<file path="src/rtl/sample_state_histogram_core_defines.svh">
// Assertion macros shared by the sample state histogram RTL.
`ifndef SAMPLE_STATE_HISTOGRAM_CORE_DEFINES_SVH
`define SAMPLE_STATE_HISTOGRAM_CORE_DEFINES_SVH

// Same-cycle implication, sampled on clk, off during reset.
`define SSH_ASSERT_IMP(label, ante, cons) \
	label: assert property (@(posedge clk) disable iff (!arst_n) (ante) |-> (cons)) \
		else $error("sshist: check failed");

// Next-cycle implication, sampled on clk, off during reset.
`define SSH_ASSERT_NXT(label, ante, cons) \
	label: assert property (@(posedge clk) disable iff (!arst_n) (ante) |=> (cons)) \
		else $error("sshist: check failed");

`endif

</file>
<file path="src/rtl/sshist_pkg.sv">
// Types and constants of the sample state histogram.
`default_nettype none

package sshist_pkg;

	localparam int WORD_W    = 64;
	localparam int STAT_W    = 48;
	localparam int PKT_W     = 32;
	localparam int TALLY_W   = 7;
	localparam int CHAN_W    = 7;
	localparam int MODE_W    = 2;
	localparam int CFG_IDX_W = 2;
	localparam int EXT_W     = 64;
	localparam int SLOTS_ONE = 64;
	localparam int SLOTS_TWO = 32;
	localparam int NUM_STATES = 4;

	localparam int OBUF_DEPTH = 4;
	localparam int OBUF_PTR_W = 2;
	localparam int OBUF_CNT_W = 3;

	localparam logic [STAT_W-1:0] STAT_MAX = {STAT_W{1'b1}};
	localparam logic [PKT_W-1:0]  PKT_MAX  = {PKT_W{1'b1}};

	typedef enum logic [MODE_W-1:0] {
		MODE_NONE = 2'd0,
		MODE_ONE  = 2'd1,
		MODE_TWO  = 2'd2,
		MODE_OFF  = 2'd3
	} mode_t;

	typedef enum logic [CFG_IDX_W-1:0] {
		REG_BITS_PER_SAMPLE = 2'd0,
		REG_SLOT_MASK       = 2'd1,
		REG_CHANNEL_COUNT   = 2'd2
	} cfg_reg_t;

	typedef struct packed {
		logic [MODE_W-1:0] bits_per_sample;
		logic [WORD_W-1:0] slot_mask;
		logic [CHAN_W-1:0] channel_count;
	} cfg_t;

	typedef struct packed {
		logic                                active;
		logic [NUM_STATES-1:0][TALLY_W-1:0]  tally;
		logic [TALLY_W-1:0]                  inc;
	} tally_t;

	typedef struct packed {
		logic [STAT_W-1:0] count_state0;
		logic [STAT_W-1:0] count_state1;
		logic [STAT_W-1:0] count_state2;
		logic [STAT_W-1:0] count_state3;
		logic [STAT_W-1:0] sample_total;
		logic [PKT_W-1:0]  packet_total;
	} stat_t;

endpackage

`default_nettype wire

</file>
<file path="src/rtl/sshist_if.sv">
// Word, statistics and configuration channels of the sample state histogram.
`default_nettype none

interface sshist_word_if;
	logic                      valid;
	logic                      ready;
	logic [sshist_pkg::WORD_W-1:0] data_word;
	logic                      last_word;

	modport source(output valid, output data_word, output last_word, input ready);
	modport sink(input valid, input data_word, input last_word, output ready);
endinterface

interface sshist_stat_if;
	logic                          valid;
	logic                          ready;
	logic [sshist_pkg::STAT_W-1:0] count_state0;
	logic [sshist_pkg::STAT_W-1:0] count_state1;
	logic [sshist_pkg::STAT_W-1:0] count_state2;
	logic [sshist_pkg::STAT_W-1:0] count_state3;
	logic [sshist_pkg::STAT_W-1:0] sample_total;
	logic [sshist_pkg::PKT_W-1:0]  packet_total;

	modport source(output valid, output count_state0, output count_state1,
		output count_state2, output count_state3, output sample_total,
		output packet_total, input ready);
	modport sink(input valid, input count_state0, input count_state1,
		input count_state2, input count_state3, input sample_total,
		input packet_total, output ready);
endinterface

interface sshist_cfg_if;
	logic                             valid;
	logic                             ready;
	logic [sshist_pkg::CFG_IDX_W-1:0] index;
	logic [sshist_pkg::WORD_W-1:0]    data;

	modport source(output valid, output index, output data, input ready);
	modport sink(input valid, input index, input data, output ready);
endinterface

`default_nettype wire

</file>
<file path="src/rtl/sample_state_histogram_core.sv">
// Top level of the sample state histogram.
//
// Usage:
//   samples : 64-bit data words with a last-word flag, valid/ready.
//   stats   : one result per last word: four state counts, sample total and
//             packet total, all including that word; valid/ready.
//   cfg     : register writes (index 0 bits per sample, 1 slot mask,
//             2 channel count), always ready; write only while idle.
// Timing: a word is registered, tallied in the next cycle and accumulated
// in the one after, when its result is written to the queue that feeds stats.
// One word per cycle is taken while the four-entry result queue, counted
// together with words still in the two-stage pipeline, has room; with stats
// ready the block runs at one word per cycle.
// Reset clears all counters, the pipeline and the queue and restores the
// registers to 2-bit mode, empty mask and channel count zero.
// When stats stalls, results wait in the queue; samples.ready drops once
// the queue plus words in flight reach four.
`default_nettype none
`include "sample_state_histogram_core_defines.svh"

module sample_state_histogram_core #(
	parameter int COUNTER_WIDTH = 48
) (
	input  logic           clk,
	input  logic           arst_n,
	sshist_word_if.sink    samples,
	sshist_stat_if.source  stats,
	sshist_cfg_if.sink     cfg
);
	import sshist_pkg::*;

	localparam logic [COUNTER_WIDTH-1:0] CNT_MAX = {COUNTER_WIDTH{1'b1}};

	cfg_t                     cfg_q;
	logic [WORD_W-1:0]        word_s1;
	logic                     last_s1;
	logic                     valid_s1;
	tally_t                   tally;
	tally_t                   tally_s2;
	logic                     last_s2;
	logic                     valid_s2;
	logic [COUNTER_WIDTH-1:0] bin_q [NUM_STATES];
	logic [COUNTER_WIDTH-1:0] bin_nxt [NUM_STATES];
	logic [COUNTER_WIDTH-1:0] samples_q;
	logic [COUNTER_WIDTH-1:0] samples_nxt;
	logic [PKT_W-1:0]         packets_q;
	logic [PKT_W-1:0]         packets_nxt;
	logic [OBUF_CNT_W-1:0]    obuf_cnt;
	logic [OBUF_CNT_W-1:0]    occ;
	logic                     accept;
	logic                     push;
	logic                     bins_idle;
	stat_t                    push_data;

	function automatic logic [COUNTER_WIDTH-1:0] sat_add(
		input logic [COUNTER_WIDTH-1:0] a,
		input logic [TALLY_W-1:0]       b
	);
		logic [COUNTER_WIDTH:0] sum;
		sum = {1'b0, a} + (COUNTER_WIDTH+1)'(b);
		sat_add = sum[COUNTER_WIDTH] ? CNT_MAX : sum[COUNTER_WIDTH-1:0];
	endfunction

	function automatic logic [STAT_W-1:0] clamp_out(input logic [COUNTER_WIDTH-1:0] v);
		logic [EXT_W-1:0] ext;
		ext = EXT_W'(v);
		clamp_out = (ext > EXT_W'(STAT_MAX)) ? STAT_MAX : ext[STAT_W-1:0];
	endfunction

	assign cfg.ready = 1'b1;

	assign occ = obuf_cnt + OBUF_CNT_W'(valid_s1) + OBUF_CNT_W'(valid_s2);
	assign samples.ready = (occ < OBUF_CNT_W'(OBUF_DEPTH));
	assign accept = samples.valid && samples.ready;

	always_ff @(posedge clk or negedge arst_n) begin
		if (!arst_n) begin
			cfg_q.bits_per_sample <= MODE_TWO;
			cfg_q.slot_mask       <= '0;
			cfg_q.channel_count   <= '0;
		end else if (cfg.valid) begin
			case (cfg.index)
				REG_BITS_PER_SAMPLE: cfg_q.bits_per_sample <= cfg.data[MODE_W-1:0];
				REG_SLOT_MASK:       cfg_q.slot_mask       <= cfg.data;
				REG_CHANNEL_COUNT:   cfg_q.channel_count   <= cfg.data[CHAN_W-1:0];
				default: ;
			endcase
		end
	end

	sshist_tally u_tally (
		.word  (word_s1),
		.cfg   (cfg_q),
		.tally (tally)
	);

	always_ff @(posedge clk) begin
		if (accept) begin
			word_s1 <= samples.data_word;
			last_s1 <= samples.last_word;
		end
		tally_s2 <= tally;
		last_s2  <= last_s1;
	end

	always_comb begin
		for (int k = 0; k < NUM_STATES; k++) begin
			bin_nxt[k] = bin_q[k];
		end
		samples_nxt = samples_q;
		packets_nxt = packets_q;
		if (valid_s2 && tally_s2.active) begin
			for (int k = 0; k < NUM_STATES; k++) begin
				bin_nxt[k] = sat_add(bin_q[k], tally_s2.tally[k]);
			end
			samples_nxt = sat_add(samples_q, tally_s2.inc);
		end
		if (valid_s2 && last_s2 && (packets_q != PKT_MAX)) begin
			packets_nxt = packets_q + 1'b1;
		end
	end

	assign push = valid_s2 && last_s2;

	always_comb begin
		push_data.count_state0 = clamp_out(bin_nxt[0]);
		push_data.count_state1 = clamp_out(bin_nxt[1]);
		push_data.count_state2 = clamp_out(bin_nxt[2]);
		push_data.count_state3 = clamp_out(bin_nxt[3]);
		push_data.sample_total = clamp_out(samples_nxt);
		push_data.packet_total = packets_nxt;
	end

	always_ff @(posedge clk or negedge arst_n) begin
		if (!arst_n) begin
			valid_s1  <= 1'b0;
			valid_s2  <= 1'b0;
			samples_q <= '0;
			packets_q <= '0;
			for (int k = 0; k < NUM_STATES; k++) begin
				bin_q[k] <= '0;
			end
		end else begin
			valid_s1  <= accept;
			valid_s2  <= valid_s1;
			samples_q <= samples_nxt;
			packets_q <= packets_nxt;
			for (int k = 0; k < NUM_STATES; k++) begin
				bin_q[k] <= bin_nxt[k];
			end
		end
	end

	sshist_obuf u_obuf (
		.clk       (clk),
		.arst_n    (arst_n),
		.push      (push),
		.push_data (push_data),
		.cnt       (obuf_cnt),
		.stats     (stats)
	);

	assign bins_idle = !(valid_s2 && tally_s2.active);

	`SSH_ASSERT_IMP(a_result_has_packet, stats.valid, stats.packet_total != '0)
	`SSH_ASSERT_NXT(a_samples_monotonic, 1'b1, samples_q >= $past(samples_q))
	`SSH_ASSERT_NXT(a_bins_lo_hold, bins_idle, $stable(bin_q[0]) && $stable(bin_q[1]))
	`SSH_ASSERT_NXT(a_bins_hi_hold, bins_idle, $stable(bin_q[2]) && $stable(bin_q[3]))

endmodule

`default_nettype wire

</file>
<file path="src/rtl/sshist_tally.sv">
// Per-word tally of selected samples by state value.
`default_nettype none

module sshist_tally (
	input  logic [sshist_pkg::WORD_W-1:0] word,
	input  sshist_pkg::cfg_t              cfg,
	output sshist_pkg::tally_t            tally
);
	import sshist_pkg::*;

	logic [WORD_W-1:0] hit [NUM_STATES];
	logic              all_sel;
	logic              sel;

	assign all_sel = (cfg.channel_count == '0);

	always_comb begin
		for (int k = 0; k < NUM_STATES; k++) begin
			hit[k] = '0;
		end
		sel = 1'b0;
		if (cfg.bits_per_sample == MODE_TWO) begin
			for (int s = 0; s < SLOTS_TWO; s++) begin
				sel = all_sel || cfg.slot_mask[s];
				for (int k = 0; k < NUM_STATES; k++) begin
					hit[k][s] = sel && (word[2*s +: 2] == 2'(k));
				end
			end
		end else if (cfg.bits_per_sample == MODE_ONE) begin
			for (int s = 0; s < SLOTS_ONE; s++) begin
				sel = all_sel || cfg.slot_mask[s];
				hit[0][s] = sel && !word[s];
				hit[1][s] = sel && word[s];
			end
		end
	end

	always_comb begin
		tally.active = (cfg.bits_per_sample == MODE_ONE) ||
			(cfg.bits_per_sample == MODE_TWO);
		for (int k = 0; k < NUM_STATES; k++) begin
			tally.tally[k] = TALLY_W'($countones(hit[k]));
		end
		if (!all_sel) begin
			tally.inc = cfg.channel_count;
		end else if (cfg.bits_per_sample == MODE_TWO) begin
			tally.inc = TALLY_W'(SLOTS_TWO);
		end else begin
			tally.inc = TALLY_W'(SLOTS_ONE);
		end
	end

endmodule

`default_nettype wire

</file>
<file path="src/rtl/sshist_obuf.sv">
// Result queue in front of the statistics channel.
`default_nettype none
`include "sample_state_histogram_core_defines.svh"

module sshist_obuf (
	input  logic                          clk,
	input  logic                          arst_n,
	input  logic                          push,
	input  sshist_pkg::stat_t             push_data,
	output logic [sshist_pkg::OBUF_CNT_W-1:0] cnt,
	sshist_stat_if.source                 stats
);
	import sshist_pkg::*;

	stat_t                 mem [OBUF_DEPTH];
	logic [OBUF_PTR_W-1:0] wr_q;
	logic [OBUF_PTR_W-1:0] rd_q;
	logic [OBUF_CNT_W-1:0] cnt_q;
	logic                  pop;
	stat_t                 head;

	assign pop  = stats.valid && stats.ready;
	assign cnt  = cnt_q;
	assign head = mem[rd_q];

	assign stats.valid        = (cnt_q != '0);
	assign stats.count_state0 = head.count_state0;
	assign stats.count_state1 = head.count_state1;
	assign stats.count_state2 = head.count_state2;
	assign stats.count_state3 = head.count_state3;
	assign stats.sample_total = head.sample_total;
	assign stats.packet_total = head.packet_total;

	always_ff @(posedge clk) begin
		if (push) begin
			mem[wr_q] <= push_data;
		end
	end

	always_ff @(posedge clk or negedge arst_n) begin
		if (!arst_n) begin
			wr_q  <= '0;
			rd_q  <= '0;
			cnt_q <= '0;
		end else begin
			if (push) begin
				wr_q <= wr_q + 1'b1;
			end
			if (pop) begin
				rd_q <= rd_q + 1'b1;
			end
			case ({push, pop})
				2'b10:   cnt_q <= cnt_q + 1'b1;
				2'b01:   cnt_q <= cnt_q - 1'b1;
				default: cnt_q <= cnt_q;
			endcase
		end
	end

	`SSH_ASSERT_IMP(a_no_overflow, push, cnt_q < OBUF_CNT_W'(OBUF_DEPTH))
	`SSH_ASSERT_NXT(a_cnt_up, push && !pop, cnt_q == $past(cnt_q) + 1'b1)
	`SSH_ASSERT_NXT(a_cnt_down, pop && !push, cnt_q == $past(cnt_q) - 1'b1)

endmodule

`default_nettype wire

</file>
<file path="src/flat_wrapper.sv">
// flat-port wrapper written by rule: the top's interface ports become plain ports
module sample_state_histogram_core_flat import sshist_pkg::*;
#(
	parameter int COUNTER_WIDTH = 48
)
  (clk, arst_n, samples_valid, samples_data_word, samples_last_word, samples_ready, stats_valid, stats_count_state0, stats_count_state1, stats_count_state2, stats_count_state3, stats_sample_total, stats_packet_total, stats_ready, cfg_valid, cfg_index, cfg_data, cfg_ready);
  sshist_word_if samples_i ();
  sshist_stat_if stats_i ();
  sshist_cfg_if cfg_i ();
  input  logic clk;
  input  logic arst_n;
  input wire logic [$bits(samples_i.valid)-1:0] samples_valid;
  input wire logic [$bits(samples_i.data_word)-1:0] samples_data_word;
  input wire logic [$bits(samples_i.last_word)-1:0] samples_last_word;
  output wire logic [$bits(samples_i.ready)-1:0] samples_ready;
  output wire logic [$bits(stats_i.valid)-1:0] stats_valid;
  output wire logic [$bits(stats_i.count_state0)-1:0] stats_count_state0;
  output wire logic [$bits(stats_i.count_state1)-1:0] stats_count_state1;
  output wire logic [$bits(stats_i.count_state2)-1:0] stats_count_state2;
  output wire logic [$bits(stats_i.count_state3)-1:0] stats_count_state3;
  output wire logic [$bits(stats_i.sample_total)-1:0] stats_sample_total;
  output wire logic [$bits(stats_i.packet_total)-1:0] stats_packet_total;
  input wire logic [$bits(stats_i.ready)-1:0] stats_ready;
  input wire logic [$bits(cfg_i.valid)-1:0] cfg_valid;
  input wire logic [$bits(cfg_i.index)-1:0] cfg_index;
  input wire logic [$bits(cfg_i.data)-1:0] cfg_data;
  output wire logic [$bits(cfg_i.ready)-1:0] cfg_ready;
  assign samples_i.valid = samples_valid;
  assign samples_i.data_word = samples_data_word;
  assign samples_i.last_word = samples_last_word;
  assign samples_ready = samples_i.ready;
  assign stats_valid = stats_i.valid;
  assign stats_count_state0 = stats_i.count_state0;
  assign stats_count_state1 = stats_i.count_state1;
  assign stats_count_state2 = stats_i.count_state2;
  assign stats_count_state3 = stats_i.count_state3;
  assign stats_sample_total = stats_i.sample_total;
  assign stats_packet_total = stats_i.packet_total;
  assign stats_i.ready = stats_ready;
  assign cfg_i.valid = cfg_valid;
  assign cfg_i.index = cfg_index;
  assign cfg_i.data = cfg_data;
  assign cfg_ready = cfg_i.ready;
  sample_state_histogram_core #(.COUNTER_WIDTH(COUNTER_WIDTH)) u_core (.clk(clk), .arst_n(arst_n), .samples(samples_i), .stats(stats_i), .cfg(cfg_i));
endmodule
</file>
<file path="config.mk">
export PLATFORM = sky130hd
export DESIGN_NAME = sample_state_histogram_core_flat
export DESIGN_NICKNAME = d
export VERILOG_FILES = /design/src/rtl/sshist_pkg.sv /design/src/rtl/sshist_if.sv /design/src/rtl/sample_state_histogram_core.sv /design/src/rtl/sshist_tally.sv /design/src/rtl/sshist_obuf.sv /design/src/flat_wrapper.sv
export VERILOG_INCLUDE_DIRS = /design/src /design/src/rtl
export SDC_FILE = /design/constraint.sdc
export NUM_CORES = 2
export LEC_CHECK = 0
export BUFFER_PORTS_ARGS = -buffer_cell sky130_fd_sc_hd__buf_2
export CAP_MARGIN = 15
export CORE_ASPECT_RATIO = 1.75
export CORE_MARGIN = 5
export CORE_UTILIZATION = 33
export DETAILED_ROUTE_END_ITERATION = 10
export GPL_TIMING_DRIVEN = 0
export REMOVE_ABC_BUFFERS = 1
export SETUP_SLACK_MARGIN = 0.02
export SKIP_CTS_REPAIR_TIMING = 1
export SLEW_MARGIN = 25
export SYNTH_ARGS = -nofsm -noshare
export SYNTH_HDL_FRONTEND = slang
export SYNTH_HIERARCHICAL = 1
export SYNTH_SLANG_ARGS = --single-unit
</file>
<file path="constraint.sdc">
create_clock -name clk -period 20.2 [get_ports clk]
set_input_delay 4.04 -clock clk [delete_from_list [all_inputs] [get_ports clk]]
set_output_delay 4.04 -clock clk [all_outputs]
set_load 0.01 [all_outputs]
</file>
* After elaboration in Yosys (flattened, before gate mapping)
Memories as Yosys holds them, arrays and structs flattened. Index checks and enable logic that the tools add are counted.
Cells by class: reductions and logical operators 429, equality and inequality tests 103, order comparisons 1, bitwise logic cells 0, muxes and demuxes 20, multiply operators 0, add/subtract/negate cells 200, div/mod/pow operators 0, shifts and indexed selects 0
Operators by type and width (number):
- 2-to-1 mux 48 bit | 6
- logical AND 1 bit | 261
- 2-to-1 mux 32 bit | 7
- adder 48 x 7 -> 49 bit | 4
- adder 1 x 1 -> 2 bit | 96
- 2-to-1 mux 192 bit | 1
- adder 2 x 2 -> 3 bit | 48
- equality test 2 bit, second input constant | 67
- 2-to-1 mux 128 bit | 1
- adder 3 x 3 -> 4 bit | 20
- equality test 2 x 1 -> 1 bit, second input constant | 35
- zero test 2 bit | 33
- logical OR 1 bit | 65
- zero test 1 bit | 64
- adder 4 x 4 -> 5 bit | 10
- adder 48 x 6 -> 49 bit | 1
- adder 7 bit | 7
- adder 32 x 1 -> 32 bit, second input constant | 1
- != test 32 bit, second input constant | 1
- adder 5 x 5 -> 6 bit | 5
- adder 6 x 6 -> 7 bit | 2
- 2-to-1 mux 7 bit | 2
- zero test 7 bit | 1
- adder 3 x 1 -> 3 bit | 2
- other kinds (9) | 13
Storage, ports and cells: memories kept 1, bits in read-only memories 0, output and inout bits 275, bits in writable memories 1088, latch bits 0, bits in registers 455, word-level logic and storage cells 777, input bits 136
Memories:
- u_core.u_obuf.mem | words 4, bits a word 272, rd ports 1, clocked after Yosys merged registers in 0, wr ports 1, line sshist_obuf.sv:15 | stat_t mem [OBUF_DEPTH];

* Depth between registers and ports, before layout
word-level depth 11, depth in mapped cells 28, gate-level depth less buffers 26

* Hierarchy
The synthesis kept the hierarchy.
Modules (own cells, without submodules):
- sshist_obuf | cells each 1457, area an instance 39880.7 sq um, seq. area each 32846.5 sq um, times used 1
- sample_state_histogram_core | cells each 1967, area an instance 21114.0 sq um, seq. area each 11377.2 sq um, times used 1
- sshist_tally | cells each 922, area an instance 7349.5 sq um, seq. area each 0.0 sq um, times used 1

* Worst setup path before layout
OpenSTA, ideal clock, no wires.
kind reg2reg, start point register u_core.valid_s2, end point memory u_core/u_obuf/mem[0][0] (netlist bit) (enable), arrival 6.876 ns, period minus slack after synthesis 7.544 ns, setup slack 12.656 ns, library setup time 0.668 ns, stages on the path, launching flop included 4, path buffers 0, data required time 19.532 ns, path through dfrtp_1 nand2_1 inv_1 and2_1
On the way: cells in the longest elaborated chain, start to end 3
RTL lines:
- start: declaration | line sample_state_histogram_core.sv:41 | logic valid_s2;
- start signal: assignment | line sample_state_histogram_core.sv:145 | valid_s2 <= valid_s1;
- logical AND 1 bit | line sample_state_histogram_core.sv:123 | assign push = valid_s2 && last_s2;
- net u_core.push | line sample_state_histogram_core.sv:51 | logic push;
- 2-to-1 mux 1 bit | line sshist_obuf.sv:35 | if (push) begin
- 2-to-1 mux 1 bit (not written as such) | line sshist_obuf.sv:36 | mem[wr_q] <= push_data;
- end: declaration | line sshist_obuf.sv:15
The timed path passes the listed nets, and every way through them passes these cells.

==> impl_summary.md <==
STA
Headroom to the max-slew limit came out at 32.36%. Setup repair after global routing left no endpoint under its margin. The minimum period implied by the final worst setup slack is 8.531 ns. Across the routed clock network, the largest skew measured is 0.07266 ns.

The worst-case hold slack is between 0.3 and 0.4 ns. The hold violation count in the final report was 0. At the pin with the least slew margin, the transition time is 1.015 ns. Setup violations remaining at the end of the flow were counted as 0. The count of final max-slew check failures is 0.

The maximum frequency from static timing analysis is 0.1172 GHz. Across all setup checks in the final design, the least slack found is 11.67 ns. Of the available clock period, the critical path in the final layout requires 42.23%.

Synthesis
Of the total synthesized cell area, the portion taken by XOR and XNOR cells is 1.948%. Counting instances in the post-synthesis netlist gives the leading cell types as 1153 x sky130_fd_sc_hd__edfxtp_1, 353 x sky130_fd_sc_hd__dfrtp_1, 272 x sky130_fd_sc_hd__mux4_2. Of all flip-flops after synthesis, the portion carrying an async set or reset was a little under a quarter. By area the synthesized netlist is led by sky130_fd_sc_hd__edfxtp_1 51%, sky130_fd_sc_hd__dfrtp_1 13%, sky130_fd_sc_hd__mux4_2 9.0%. After synthesis, flip-flops and latches occupy 64.71% of the total area. The cell area after technology mapping is 0.06834 sq mm. The number of synthesized flops with an enable pin is 1153. After synthesis, the largest family of logic cells by area is multiplexers.

The area fraction in compound gates after synthesis is under 10%. The count of unique library cells instantiated by Yosys is 81. Of the post-synthesis cell area, the part taken by muxes is approximately 10%. The gate count of the mapped netlist is 4346.

Synthesis inferred 1544 register bits. The adder and majority gate portion of the synthesized area is 6.576%. The synthesized design spends more area on one cell type than any other, namely sky130_fd_sc_hd__edfxtp_1. The total of warnings raised by yosys is 6. For this run, the leading register cell type out of synthesis is sky130_fd_sc_hd__edfxtp_1. By instance count, the leading cell after synthesis is sky130_fd_sc_hd__edfxtp_1. Dividing the synthesized area by the synthesized cell count gives 15.73 sq um. The share of Yosys cell area claimed by the top area cell type is 50.66%. The synthesized netlist devotes under 10% of its cell area to simple gates.

Place
After detailed placement, the total cell area comes to around 0.074 sq mm. Buffers placed on the I/O ports in this run total 409. Routability-driven placement finished with a final weighted congestion of 0.8948. Before CTS, the worst setup slack after placement is 11.54 ns. The wire-length estimate of the detail-placed layout is 127.5 mm.

Counting tap cells, the placed design contains a total of about 7300 instances.

Hold path
The path class of the tightest hold or removal check is flop to flop. The worst hold path was traced through 0 stages. The startpoint of the worst hold path is u_core/last_s1$_DFFE_PP_. The endpoint of the worst hold-timing path is u_core/last_s2$_DFF_P_.

Route
The vias after detailed routing is 39496. Dividing the detail-routed wire length by the instance count gives 23.41 um. In this run the remaining antenna-violating nets after routing total 0. The total routed wirelength is 178.0 mm. The detailed-router iteration count before antenna repair is 7.

For this run, design rule violations remaining after detail routing come to 0. After detailed routing, the number of vias per cell comes to 5.195. The detailed router's first-iteration violation count is 2790.

Worst setup path
The sort of element at the start of the critical path is a flop. At the worst endpoint, the required time is 20.88 ns. By instance count, the cell type seen most on the critical path is sky130_fd_sc_hd__fa_1. The standard cell with the maximum stage delay on the critical path is sky130_fd_sc_hd__or4_1. Measured in cells, the most critical reg-to-reg path has a length of 27. The endpoint of the most critical register-to-register path is u_core/tally_s2[13]$_DFF_P_. The combined buffer and inverter count along the critical path is 9.

In this run the worst path has a maximum fanout of 18. Broken down by cell family, the worst path's largest delay share belongs to adder cells. The critical path is of the flop to flop type. The capturing element type of the critical path is a flop. The delay contributed by the slowest stage of the critical path is 0.65 ns. The critical register-to-register path startpoint is u_core/cfg_q[0]$_DFFE_PN0P_. The worst-case register-to-register setup slack is approximately 12 ns. Data on the critical path arrives at its endpoint at 9.21 ns.

Global routing
For this run, the total global-route usage over all layers was measured as 16.20%. The first global-routing pass estimated 267.3 mm of wire. The number of antenna violations at the first check in global routing is 12. The number of global-route vias before repair is between 40000 and 50000. The pin count of the biggest net entering global routing is just over 70.

Summed over all layers, the global routing overflow is 0.

Clock tree
The tree is rooted in a sky130_fd_sc_hd__clkbuf_16. TritonCTS created 156 clock buffers. The clock transition at the registers of the reported paths is 0.06 ns.

The CTS tree is done. The number of buffers on the longest clock path is 4. The total clock sinks is 1544. The number of H-tree branching levels is 4.

For the worst-skew pair, the clock arrives at the later sink with an insertion delay of 0.80 ns.

Die
The die height is 612.0 um. The effective utilization at floorplan is 33.09%. The floorplan row count is roughly 220. The overall die width is about 350 um.

The floorplan step defined a core boundary enclosing 0.2066 sq mm. The die covers around 0.22 sq mm. The number of primary I/O pins is 411.

Power and ir drop
The worst-case IR drop observed on VDD is 119.4 uV. Summed over all cells, the static leakage comes to a little under 30 nW. The power density over the cells is 132.6 mW/mm^2.

Finish
Leaving out filler cells and counting taps, the final layout contains 7602. The area growth from synthesis to layout is 16.02%. Cells fill 38.39% of the core in the end. The ratio of cells with drive above 1 in the final layout is 22.79%. The number of nets in the final layout is 5198.

After routing the design area is between 0.07 and 0.08 sq mm.

Job
The number of violations of the max-capacitance limit is 0.

Status
The run finished with clean final reports.
[flip-flops by register name, summed over array words and instances (netlist names)]
signal              count
u_core/valid_s2         1
u_core/last_s1          1
u_core/u_obuf/mem    1088
u_core/bin_q          192
u_core/samples_q       48
u_core/last_s2          1
u_core/packets_q       32
u_core/tally_s2        36
u_core/valid_s1         1
u_core/u_obuf/rd_q      2
u_core/cfg_q           73
u_core/word_s1         64
u_core/u_obuf/cnt       3
u_core/u_obuf/wr_q      2
[cells by family after synthesis]
kind of cell,Yosys count
compound gates,510
simple gates,1081
flops,1544
mux,354
xor+xnor,152
other cells,2
buf+inv,441
fa+ha+maj,262
[power by group]
| group | leakage [nW] | internal (mW) | switching (mW) |
|---|---|---|---|
| logic | 11.2 | 1.52 | 2.10 |
| registers | 15.3 | 3.87 | 0.216 |
| clock network | 2.36 | 1.58 | 1.22 |
| total | 28.8 | 6.98 | 3.54 |
[area by class of cell]
class,instances,area [sq um]
clock buffers,201,4184
diodes,7,17.52
well taps,2676,3348
flip-flops and latches,1544,44230
multi-input cells,2362,22120
fillers,19156,127300
repair buffers,490,3775
inverters,246,925.9
clock inverters,76,691.9
[worst reg2reg max path, stage by stage (launching register included)]
cell and delay [ns]:
sky130_fd_sc_hd__dfrtp_1 0.47, sky130_fd_sc_hd__or4_1 0.66, sky130_fd_sc_hd__nor4_4 0.46, sky130_fd_sc_hd__buf_6 0.24, sky130_fd_sc_hd__buf_4 0.21, sky130_fd_sc_hd__buf_4 0.19, sky130_fd_sc_hd__buf_4 0.22, sky130_fd_sc_hd__nor2_1 0.06
sky130_fd_sc_hd__or3_1 0.34, sky130_fd_sc_hd__fa_1 0.54, sky130_fd_sc_hd__inv_1 0.05, sky130_fd_sc_hd__fa_1 0.52, sky130_fd_sc_hd__inv_1 0.05, sky130_fd_sc_hd__fa_1 0.52, sky130_fd_sc_hd__inv_1 0.05, sky130_fd_sc_hd__fa_1 0.49
sky130_fd_sc_hd__fa_1 0.57, sky130_fd_sc_hd__fa_1 0.43, sky130_fd_sc_hd__fa_1 0.52, sky130_fd_sc_hd__inv_1 0.06, sky130_fd_sc_hd__fa_1 0.47, sky130_fd_sc_hd__inv_1 0.04, sky130_fd_sc_hd__ha_1 0.22, sky130_fd_sc_hd__fa_1 0.47
sky130_fd_sc_hd__a21o_1 0.17, sky130_fd_sc_hd__a21o_1 0.19, sky130_fd_sc_hd__a21oi_1 0.15, sky130_fd_sc_hd__o21bai_1 0.07
[layer usage]
| layer | vias up | track usage, % | part of all wire (%) |
|---|---|---|---|
| met1 | 20356 | 20.52 | 41 |
| li1 | 17659 | - | - |
| met5 | - | 0 | 0 |
| met2 | 1166 | 27.81 | 50 |
| met4 | 0 | 6.669 | 4.5 |
| met3 | 315 | 2.552 | 5.0 |
[stage by stage]
step / TNS, ns / total power, mW
finish: 0 / 10.51
global route: 0 / 11.18
CTS: 0 / 10.74
detailed placement: 0 / 7.885
global placement: -424.29 / 8.577
floorplan: 0 / 6.733
[cells in the final DEF (no fill, tap or decap), types with 15 or more instances in the layout]
cell type                   instances
sky130_fd_sc_hd__or4_1             62
sky130_fd_sc_hd__fa_1             162
sky130_fd_sc_hd__clkbuf_16        157
sky130_fd_sc_hd__o21ai_0          115
sky130_fd_sc_hd__buf_12            30
sky130_fd_sc_hd__and4_1            37
sky130_fd_sc_hd__o2111ai_1         22
sky130_fd_sc_hd__buf_16            35
sky130_fd_sc_hd__a211oi_1          26
sky130_fd_sc_hd__o31ai_1           49
sky130_fd_sc_hd__a31oi_1           34
sky130_fd_sc_hd__nor3b_1           15
sky130_fd_sc_hd__nor3_1            65
sky130_fd_sc_hd__ha_1              98
sky130_fd_sc_hd__nand2_1          211
sky130_fd_sc_hd__nor2_1           220
sky130_fd_sc_hd__nor4_1            39
sky130_fd_sc_hd__nand3_1          180
sky130_fd_sc_hd__clkinv_2          22
sky130_fd_sc_hd__dfrtp_1          351
sky130_fd_sc_hd__xnor2_1           99
sky130_fd_sc_hd__edfxtp_1        1153
sky130_fd_sc_hd__nand4_1           73
sky130_fd_sc_hd__inv_1            245
sky130_fd_sc_hd__mux2_2            81
sky130_fd_sc_hd__clkbuf_1          35
sky130_fd_sc_hd__a21o_1            21
sky130_fd_sc_hd__a21oi_1           82
sky130_fd_sc_hd__mux4_2           272
sky130_fd_sc_hd__o211ai_1          38
sky130_fd_sc_hd__buf_2            408
sky130_fd_sc_hd__clkinv_1          16
sky130_fd_sc_hd__or3_1             70
sky130_fd_sc_hd__and3_1            37
sky130_fd_sc_hd__dfxtp_1           37
sky130_fd_sc_hd__xor2_1            53
[worst max-delay path by stage]
stage / startpoint / endpoint / slack [ns] / cells past startpoint
finish: u_core/cfg_q[0]$_DFFE_PN0P_ / u_core/tally_s2[13]$_DFF_P_ / 11.67 / 27
global route: u_core/cfg_q[0]$_DFFE_PN0P_ / u_core/tally_s2[20]$_DFF_P_ / 11.18 / 27
CTS: u_core/cfg_q[0]$_DFFE_PN0P_ / u_core/tally_s2[20]$_DFF_P_ / 11.55 / 27
detailed placement: u_core/cfg_q[0]$_DFFE_PN0P_ / u_core/tally_s2[20]$_DFF_P_ / 11.54 / 27
global placement: u_core/u_obuf/rd_q[0]$_DFFE_PN0P_ / stats_count_state2[27] / -2.00 / 2
floorplan: u_core/u_obuf/rd_q[0]$_DFFE_PN0P_ / stats_count_state0[0] / 4.91 / 1
No activity file was read; power rests on OpenSTA's default activity.
